--- config.mk ---
export PLATFORM = sky130hd
export DESIGN_NAME = subscribe_packet_topic_parser_unit
export DESIGN_NICKNAME = d
export VERILOG_FILES = /design/src/rtl/core/sppt_pkg.sv /design/src/rtl/core/subscribe_packet_topic_parser_unit.sv /design/src/rtl/core/sppt_parse.sv /design/src/rtl/core/sppt_out_buf.sv
export SDC_FILE = /design/constraint.sdc
export NUM_CORES = 1
export LEC_CHECK = 0
export BUFFER_PORTS_ARGS = -buffer_cell sky130_fd_sc_hd__buf_2
export CAP_MARGIN = 20
export CORE_MARGIN = 2
export CORE_UTILIZATION = 51
export DETAILED_ROUTE_END_ITERATION = 8
export PLACE_DENSITY = 0.67
export SETUP_SLACK_MARGIN = 0.1
export SYNTH_ARGS = -nofsm -noshare
export SYNTH_HDL_FRONTEND = slang
export SYNTH_SLANG_ARGS = --single-unit
--- constraint.sdc ---
create_clock -name clk -period 13.2 [get_ports clk]
set_clock_uncertainty 0.05 [all_clocks]
set_input_delay 0.66 -clock clk [delete_from_list [all_inputs] [get_ports clk]]
set_output_delay 0.66 -clock clk [all_outputs]
set_load 0.02 [all_outputs]
--- src/rtl/core/sppt_pkg.sv ---
package sppt_pkg;

  // Byte classification codes
  localparam logic [3:0] KIND_TYPE     = 4'd0;
  localparam logic [3:0] KIND_LENGTH   = 4'd1;
  localparam logic [3:0] KIND_ID_HIGH  = 4'd2;
  localparam logic [3:0] KIND_ID_LOW   = 4'd3;
  localparam logic [3:0] KIND_TOPIC_LEN = 4'd4;
  localparam logic [3:0] KIND_PATH     = 4'd5;
  localparam logic [3:0] KIND_SEP      = 4'd6;
  localparam logic [3:0] KIND_WILD     = 4'd7;
  localparam logic [3:0] KIND_QOS      = 4'd8;

  // Wildcard codes
  localparam logic [1:0] WILD_NONE  = 2'd0;
  localparam logic [1:0] WILD_HASH  = 2'd1;
  localparam logic [1:0] WILD_PLUS  = 2'd2;
  localparam logic [1:0] WILD_DOLLAR = 2'd3;

  // Topic characters of interest
  localparam logic [7:0] CHAR_HASH   = 8'h23;
  localparam logic [7:0] CHAR_PLUS   = 8'h2B;
  localparam logic [7:0] CHAR_DOLLAR = 8'h24;
  localparam logic [7:0] CHAR_SLASH  = 8'h2F;

  // Packet type sits in the upper nibble of the fixed header
  localparam int unsigned TYPE_SHIFT = 4;

  localparam int unsigned TDATA_W = 56;
  localparam int unsigned TUSER_W = 4;

  // One result beat
  typedef struct packed {
    logic [7:0]  qos_value;
    logic        final_segment;
    logic        has_child;
    logic [1:0]  wildcard_seen;
    logic [7:0]  byte_echo;
    logic [7:0]  segment_number;
    logic [7:0]  topic_number;
    logic [15:0] packet_ident;
    logic [3:0]  packet_kind;
    logic [3:0]  byte_kind;
    logic        packet_end;
  } sppt_result_t;

endpackage

--- src/rtl/core/subscribe_packet_topic_parser_unit.sv ---
// Subscribe packet topic parser.
// Input channel in_*: one packet byte per beat in in_tdata; in_tuser is high on
// the fixed-header byte that opens a packet. Output channel out_*: one
// classification beat per byte, except bytes that arrive with no packet open,
// which are dropped without a result. out_tuser carries the byte kind and
// out_tlast marks the QoS byte that completes the packet.
// Each accepted byte waits in the input register and is then parsed into the
// result buffer, whose output slot drives out_tvalid and the result fields.
// Throughput: one byte per cycle while the result buffer has room; the next
// parse state is computed combinationally from each byte.
// Reset (rst_n low, synchronous) closes any open packet, clears all counters
// and empties both stages. When the receiver stalls, a two-entry result
// buffer absorbs the beat in flight; in_tready drops only once that buffer
// and the input register are both full, and no beat is lost or repeated.
module subscribe_packet_topic_parser_unit (
  input  logic                         clk,
  input  logic                         rst_n,
  input  logic                         in_tvalid,
  output logic                         in_tready,
  input  logic [7:0]                   in_tdata,   // [7:0] data_byte
  input  logic                         in_tuser,   // [0] packet_start
  output logic                         out_tvalid,
  input  logic                         out_tready,
  // [3:0] packet_kind, [19:4] packet_ident, [27:20] topic_number,
  // [35:28] segment_number, [43:36] byte_echo, [45:44] wildcard_seen,
  // [46] has_child, [47] final_segment, [55:48] qos_value
  output logic [sppt_pkg::TDATA_W-1:0] out_tdata,
  output logic [sppt_pkg::TUSER_W-1:0] out_tuser,  // [3:0] byte_kind
  output logic                         out_tlast   // packet_end
);
  import sppt_pkg::*;

  logic         in_v_r;
  logic [7:0]   in_byte_r;
  logic         in_start_r;
  logic         buf_ready;
  logic         advance;
  logic         res_valid;
  sppt_result_t res;
  sppt_result_t out_res;
  logic         out_valid;

  // The input register steps whenever the result buffer can take a beat
  assign advance   = in_v_r && buf_ready;
  assign in_tready = !in_v_r || buf_ready;

  always_ff @(posedge clk) begin
    if (!rst_n) begin
      in_v_r <= 1'b0;
    end else if (in_tready) begin
      in_v_r <= in_tvalid;
    end
  end

  always_ff @(posedge clk) begin
    if (in_tready && in_tvalid) begin
      in_byte_r  <= in_tdata;
      in_start_r <= in_tuser;
    end
  end

  sppt_parse u_parse (
    .clk          (clk),
    .rst_n        (rst_n),
    .step         (advance),
    .data_byte    (in_byte_r),
    .packet_start (in_start_r),
    .res_valid    (res_valid),
    .res          (res)
  );

  sppt_out_buf u_out_buf (
    .clk        (clk),
    .rst_n      (rst_n),
    .push_valid (advance && res_valid),
    .push_ready (buf_ready),
    .push_data  (res),
    .pop_valid  (out_valid),
    .pop_ready  (out_tready),
    .pop_data   (out_res)
  );

  // Pack the result beat
  assign out_tvalid = out_valid;
  assign out_tuser  = out_res.byte_kind;
  assign out_tlast  = out_res.packet_end;
  assign out_tdata  = {out_res.qos_value, out_res.final_segment, out_res.has_child,
                       out_res.wildcard_seen, out_res.byte_echo, out_res.segment_number,
                       out_res.topic_number, out_res.packet_ident, out_res.packet_kind};

endmodule

--- src/rtl/core/sppt_parse.sv ---
module sppt_parse (
  input  logic                  clk,
  input  logic                  rst_n,
  input  logic                  step,
  input  logic [7:0]            data_byte,
  input  logic                  packet_start,
  output logic                  res_valid,
  output sppt_pkg::sppt_result_t res
);
  import sppt_pkg::*;

  typedef enum logic [2:0] {
    PH_IDLE, PH_LEN, PH_IDHI, PH_IDLO, PH_TLHI, PH_TLLO, PH_BODY, PH_QOS
  } phase_t;

  phase_t      phase_r, phase_nxt;
  logic [3:0]  ptype_r, ptype_nxt;
  logic [7:0]  rem_len_r, rem_len_nxt;
  logic [7:0]  consumed_r, consumed_nxt;
  logic [15:0] ident_r, ident_nxt;
  logic [15:0] tlen_r, tlen_nxt;
  logic [15:0] tcount_r, tcount_nxt;
  logic [7:0]  topic_idx_r, topic_idx_nxt;
  logic [7:0]  seg_idx_r, seg_idx_nxt;
  logic        seg_nonempty_r, seg_nonempty_nxt;
  logic [1:0]  wild_r, wild_nxt;
  logic        child_r, child_nxt;

  logic [3:0]  kind;
  logic        fin;
  logic [7:0]  qos;
  logic        pend;

  // Per-byte state update and classification
  always_comb begin
    phase_nxt        = phase_r;
    ptype_nxt        = ptype_r;
    rem_len_nxt      = rem_len_r;
    consumed_nxt     = consumed_r;
    ident_nxt        = ident_r;
    tlen_nxt         = tlen_r;
    tcount_nxt       = tcount_r;
    topic_idx_nxt    = topic_idx_r;
    seg_idx_nxt      = seg_idx_r;
    seg_nonempty_nxt = seg_nonempty_r;
    wild_nxt         = wild_r;
    child_nxt        = child_r;
    kind             = KIND_TYPE;
    fin              = 1'b0;
    qos              = 8'd0;
    pend             = 1'b0;
    res_valid        = 1'b0;

    if (packet_start) begin
      res_valid        = 1'b1;
      ptype_nxt        = data_byte[TYPE_SHIFT +: 4];
      rem_len_nxt      = 8'd0;
      consumed_nxt     = 8'd0;
      ident_nxt        = 16'd0;
      topic_idx_nxt    = 8'd0;
      tlen_nxt         = 16'd0;
      tcount_nxt       = 16'd0;
      seg_idx_nxt      = 8'd0;
      seg_nonempty_nxt = 1'b0;
      wild_nxt         = WILD_NONE;
      child_nxt        = 1'b0;
      phase_nxt        = PH_LEN;
    end else if (phase_r != PH_IDLE) begin
      res_valid = 1'b1;
      if (phase_r != PH_LEN && consumed_r != 8'hFF) begin
        consumed_nxt = consumed_r + 8'd1;
      end
      case (phase_r)
        PH_LEN: begin
          rem_len_nxt  = data_byte;
          consumed_nxt = 8'd0;
          phase_nxt    = PH_IDHI;
          kind         = KIND_LENGTH;
        end
        PH_IDHI: begin
          ident_nxt = {data_byte, 8'd0};
          phase_nxt = PH_IDLO;
          kind      = KIND_ID_HIGH;
        end
        PH_IDLO: begin
          ident_nxt = {ident_r[15:8], data_byte};
          phase_nxt = PH_TLHI;
          kind      = KIND_ID_LOW;
        end
        PH_TLHI: begin
          tlen_nxt         = {data_byte, 8'd0};
          tcount_nxt       = 16'd0;
          seg_idx_nxt      = 8'd0;
          seg_nonempty_nxt = 1'b0;
          wild_nxt         = WILD_NONE;
          child_nxt        = 1'b0;
          phase_nxt        = PH_TLLO;
          kind             = KIND_TOPIC_LEN;
        end
        PH_TLLO: begin
          tlen_nxt   = {tlen_r[15:8], data_byte};
          tcount_nxt = 16'd0;
          phase_nxt  = ({tlen_r[15:8], data_byte} == 16'd0) ? PH_QOS : PH_BODY;
          kind       = KIND_TOPIC_LEN;
        end
        PH_BODY: begin
          if (data_byte == CHAR_HASH) begin
            wild_nxt = WILD_HASH;
            kind     = KIND_WILD;
          end else if (data_byte == CHAR_PLUS) begin
            wild_nxt = WILD_PLUS;
            kind     = KIND_WILD;
          end else if (data_byte == CHAR_DOLLAR) begin
            wild_nxt = WILD_DOLLAR;
            kind     = KIND_WILD;
          end else if (data_byte == CHAR_SLASH) begin
            child_nxt        = 1'b1;
            seg_idx_nxt      = (seg_idx_r == 8'hFF) ? seg_idx_r : seg_idx_r + 8'd1;
            seg_nonempty_nxt = 1'b0;
            kind             = KIND_SEP;
          end else begin
            seg_nonempty_nxt = 1'b1;
            kind             = KIND_PATH;
          end
          tcount_nxt = tcount_r + 16'd1;
          if (tcount_nxt >= tlen_r) begin
            phase_nxt = PH_QOS;
          end
        end
        PH_QOS: begin
          kind = KIND_QOS;
          fin  = seg_nonempty_r;
          qos  = data_byte;
          if (consumed_nxt >= rem_len_r) begin
            pend      = 1'b1;
            phase_nxt = PH_IDLE;
          end else begin
            phase_nxt     = PH_TLHI;
            topic_idx_nxt = (topic_idx_r == 8'hFF) ? topic_idx_r : topic_idx_r + 8'd1;
          end
        end
        default: begin
          phase_nxt = PH_IDLE;
        end
      endcase
    end
  end

  // Result fields: topic index before its advance, everything else after
  always_comb begin
    res.byte_kind      = kind;
    res.packet_kind    = ptype_nxt;
    res.packet_ident   = ident_nxt;
    res.topic_number   = packet_start ? 8'd0 : topic_idx_r;
    res.segment_number = seg_idx_nxt;
    res.byte_echo      = data_byte;
    res.wildcard_seen  = wild_nxt;
    res.has_child      = child_nxt;
    res.final_segment  = fin;
    res.qos_value      = qos;
    res.packet_end     = pend;
  end

  // Hold parser state, advance on each stepped byte
  always_ff @(posedge clk) begin
    if (!rst_n) begin
      phase_r        <= PH_IDLE;
      ptype_r        <= 4'd0;
      rem_len_r      <= 8'd0;
      consumed_r     <= 8'd0;
      ident_r        <= 16'd0;
      tlen_r         <= 16'd0;
      tcount_r       <= 16'd0;
      topic_idx_r    <= 8'd0;
      seg_idx_r      <= 8'd0;
      seg_nonempty_r <= 1'b0;
      wild_r         <= WILD_NONE;
      child_r        <= 1'b0;
    end else if (step) begin
      phase_r        <= phase_nxt;
      ptype_r        <= ptype_nxt;
      rem_len_r      <= rem_len_nxt;
      consumed_r     <= consumed_nxt;
      ident_r        <= ident_nxt;
      tlen_r         <= tlen_nxt;
      tcount_r       <= tcount_nxt;
      topic_idx_r    <= topic_idx_nxt;
      seg_idx_r      <= seg_idx_nxt;
      seg_nonempty_r <= seg_nonempty_nxt;
      wild_r         <= wild_nxt;
      child_r        <= child_nxt;
    end
  end

endmodule

--- src/rtl/core/sppt_out_buf.sv ---
module sppt_out_buf (
  input  logic                   clk,
  input  logic                   rst_n,
  input  logic                   push_valid,
  output logic                   push_ready,
  input  sppt_pkg::sppt_result_t push_data,
  output logic                   pop_valid,
  input  logic                   pop_ready,
  output sppt_pkg::sppt_result_t pop_data
);
  import sppt_pkg::*;

  logic         main_v_r, main_v_nxt;
  logic         skid_v_r, skid_v_nxt;
  sppt_result_t main_r;
  sppt_result_t skid_r;
  logic         push;
  logic         main_free;

  assign push_ready = !skid_v_r;
  assign push       = push_valid && push_ready;
  assign main_free  = !main_v_r || pop_ready;
  assign pop_valid  = main_v_r;
  assign pop_data   = main_r;

  // Valid flags of the output and skid slots
  always_comb begin
    main_v_nxt = main_v_r;
    skid_v_nxt = skid_v_r;
    if (main_free) begin
      main_v_nxt = skid_v_r || push;
      skid_v_nxt = 1'b0;
    end else if (push) begin
      skid_v_nxt = 1'b1;
    end
  end

  always_ff @(posedge clk) begin
    if (!rst_n) begin
      main_v_r <= 1'b0;
      skid_v_r <= 1'b0;
    end else begin
      main_v_r <= main_v_nxt;
      skid_v_r <= skid_v_nxt;
    end
  end

  // Move payload: skid drains first, otherwise take the new beat
  always_ff @(posedge clk) begin
    if (main_free) begin
      if (skid_v_r) begin
        main_r <= skid_r;
      end else if (push) begin
        main_r <= push_data;
      end
    end else if (push) begin
      skid_r <= push_data;
    end
  end

endmodule
==> flow_summary.toml <==
[critical_path]
critPathLaunchType = "register"
cp.arrival_ns = 3.96
crit_fanout = 17
crit_type = "register to register"
endpoint_kind = "register"
critPathRequiredTime_ns = 13.58

[timing]
hold_violations = 0
drv_slew = 0
setup_ws_ns = 9.610
rsz0062_at_grt = "no"
max_clock_freq_ghz = 0.2786
post-route-period-util_pct = 27.19
min_period_ns = 3.590
slew_headroom_pct = 34.05
fin_tns_setup_ns = 0
setup_viol = 0
worst_pin_slew_ns = 0.9856

[detailed_routing]
wl_um = 23000
wl_per_cell_um = 17.29
route.vias.total = 7537
ant_nets = 0
remaining_drc_errors = 0
dr.pass1.iters = 6
via_per_inst = 5.667
drtIter0Drc = 613

[run_status]
status = "completed"

[finish]
area_delta_synth_final_pct = 13.23
final_cell_mix = "edfxtp_1, nand2_1, nor2_1"
n_antenna_cell = 0
nNetsFinal = 1087
drive_above_1_share_pct = 17.55
layout_commonest_cell = "edfxtp_1"

[power]
powerDensity_nw_per_um2 = 130.0
peakVddDrop_v = 0.0001121
netSwitchingFraction_pct = 21.25
pwr-share-clk_pct = 46.0
switchingPower_mw = 0.3266
p_seq_share_pct = 49.5
p_int_mw = 1.210
leakage_nw = 4.368
combPwrFrac_pct = 4.5

[floorplan]
start_util_pct = 51.75
dieHeight_um = 147.1
core_um2 = 20170
rows = 52
dieWidth_um = 147.1
die-area_um2 = 21630
num_io_pins = 76

[synth]
avgSynthCellArea_um2 = 10.62
synth_seq_area_share_pct = 55.72
ys_seq_elements = 225
ys_warn_count = 0
async_reset_ff_share_pct = 0
syn-cell-area_um2 = 10440
synth_ff_type = "edfxtp_1"
synth-edff-count = 131
synth_nets = 1028
ys_types = 63
syn_inst = 983

[global_route]
grt-ovfl-total = 0
grt_pass1_wl_um = 37270
grt_util_met2_pct = 35.07
antenna_found_initial = 0
grt_pass1_vias = 7125
use_met1_pct = 29.31
met3_usage_pct = 3.168
gr-usage-all-layers_pct = 21.23
grt_max_degree = 65
busiest_layer = "met2"

[clocking]
cts_tree = "done"
cts_buffers = 25
htree_levels = 1
cts_setup_buffers = 0
clk_root_buffer_cell = "clkbuf_16"
clk_latency_ns = 0.51
cts_resized = 0
clockBufferDepth = 3
hold_buffers = 0
cts_sinks = 225
clk_pin_slew_worst_paths_ns = 0.06

[job]
maxCapViolations = 0

[place]
place_hpwl_um = 14820
gp_congestion = 0.8860
place_ws_ns = 9.689
port-buffer-count = 75

[worst_hold_path]
hp-class = "input pin to register"
[layout make-up]
type                    instances  area [µm²]
fillers                      1687        8351
flip-flops and latches        225        5819
multi-input cells             671        4239
clock buffers                  34       679.4
repair buffers                 86       457.9
well taps                     270       337.8
clock inverters                11       161.4
inverters                      33       123.9
[kinds of logic (layout without fill, tap and decap cells)]
group	Yosys count	after routing	synth area share, %
and+or+nand+nor	351	351	16.02
DFF	225	225	55.72
AOI/OAI and AO/OA	206	206	12.49
buffers and inverters	87	164	3.776
muxes	60	60	6.317
adders and majority gates	32	32	3.836
xor gates and xnor gates	22	22	1.846
[power groups by stage]
stage / sequential (mW) / clock [mW] / combinational, mW
floorplan: 0.779 / 0 / 0.0429
finish: 0.761 / 0.707 / 0.0692
global placement: 0.776 / 0 / 0.0686
detailed placement: 0.776 / 0 / 0.0690
CTS: 0.761 / 0.722 / 0.0695
global route: 0.762 / 0.749 / 0.0759
[stage by stage]
step                util (%)  area (µm²)  std cells  hold WS, ns  power (mW)
floorplan                  -       10440        983       0.3706      0.8221
global placement       54.39       10970       1284       0.3923      0.8442
detailed placement     54.39       10970       1284       0.3963      0.8449
CTS                    58.56       11810       1329       0.2576       1.552
global route           58.60       11820       1330       0.2584       1.587
finish                 58.60       11820       1330       0.2730       1.537
[routing by layer]
metal / wire length, µm / share of wire (%)
met5: 0 / 0
met4: 482 / 2.1
met3: 1357 / 5.9
met2: 10690 / 46
met1: 10470 / 46
[synth_stat cells (5+ instances only)]
master | count | area, µm²
a21o_1 | 7 | 52.55
a21oi_1 | 70 | 350.3
a22oi_1 | 27 | 202.7
a31oi_1 | 10 | 62.56
and2_1 | 17 | 106.4
and3_1 | 14 | 87.58
buf_6 | 7 | 78.83
clkbuf_1 | 40 | 150.1
dfxtp_1 | 94 | 1882
edfxtp_1 | 131 | 3934
ha_1 | 32 | 400.4
inv_1 | 33 | 123.9
mux2_2 | 47 | 529.3
mux2i_1 | 13 | 130.1
nand2_1 | 108 | 405.4
nand3_1 | 25 | 125.1
nand4_1 | 12 | 75.07
nor2_1 | 102 | 382.9
nor2b_1 | 19 | 118.9
nor3_1 | 18 | 90.09
o21a_1 | 5 | 37.54
o21ai_0 | 32 | 160.2
o31ai_1 | 24 | 180.2
or3_1 | 9 | 56.30
xnor2_1 | 14 | 122.6
xor2_1 | 8 | 70.07
[critical path, stage by stage (launching register included)]
cell	delay [ns]
dfxtp_1	0.64
nand2b_1	0.24
o21a_1	0.26
nand4_1	0.27
xnor2_1	0.21
ha_1	0.19
a2111oi_0	0.30
o21bai_1	0.18
a211o_1	0.49
or4_1	0.52
a21oi_1	0.17
[final timing paths]
path,slack [ns],cells past startpoint,end,from
setup / recovery,9.61,10,u_parse.topic_idx_r[7],u_parse.phase_r[2]
hold / removal,0.27,1,in_byte_r[1],in_tdata[1]
setup reg to reg,9.61,10,u_parse.topic_idx_r[7],u_parse.phase_r[2]
hold reg to reg,0.40,2,u_parse.ident_r[2],u_parse.ident_r[2]
[registers in the layout (all words and copies together) (netlist names), 2 cells and up]
register,cells
u_out_buf.pop_data,61
u_out_buf.skid_r,61
u_parse.ident_r,16
u_parse.tcount_r,16
u_parse.tlen_r,16
in_byte_r,8
u_parse.consumed_r,8
u_parse.rem_len_r,8
u_parse.seg_idx_r,8
u_parse.topic_idx_r,8
u_parse.ptype_r,4
u_parse.phase_r,3
u_parse.wild_r,2
Power figures use the tool's default switching activity.
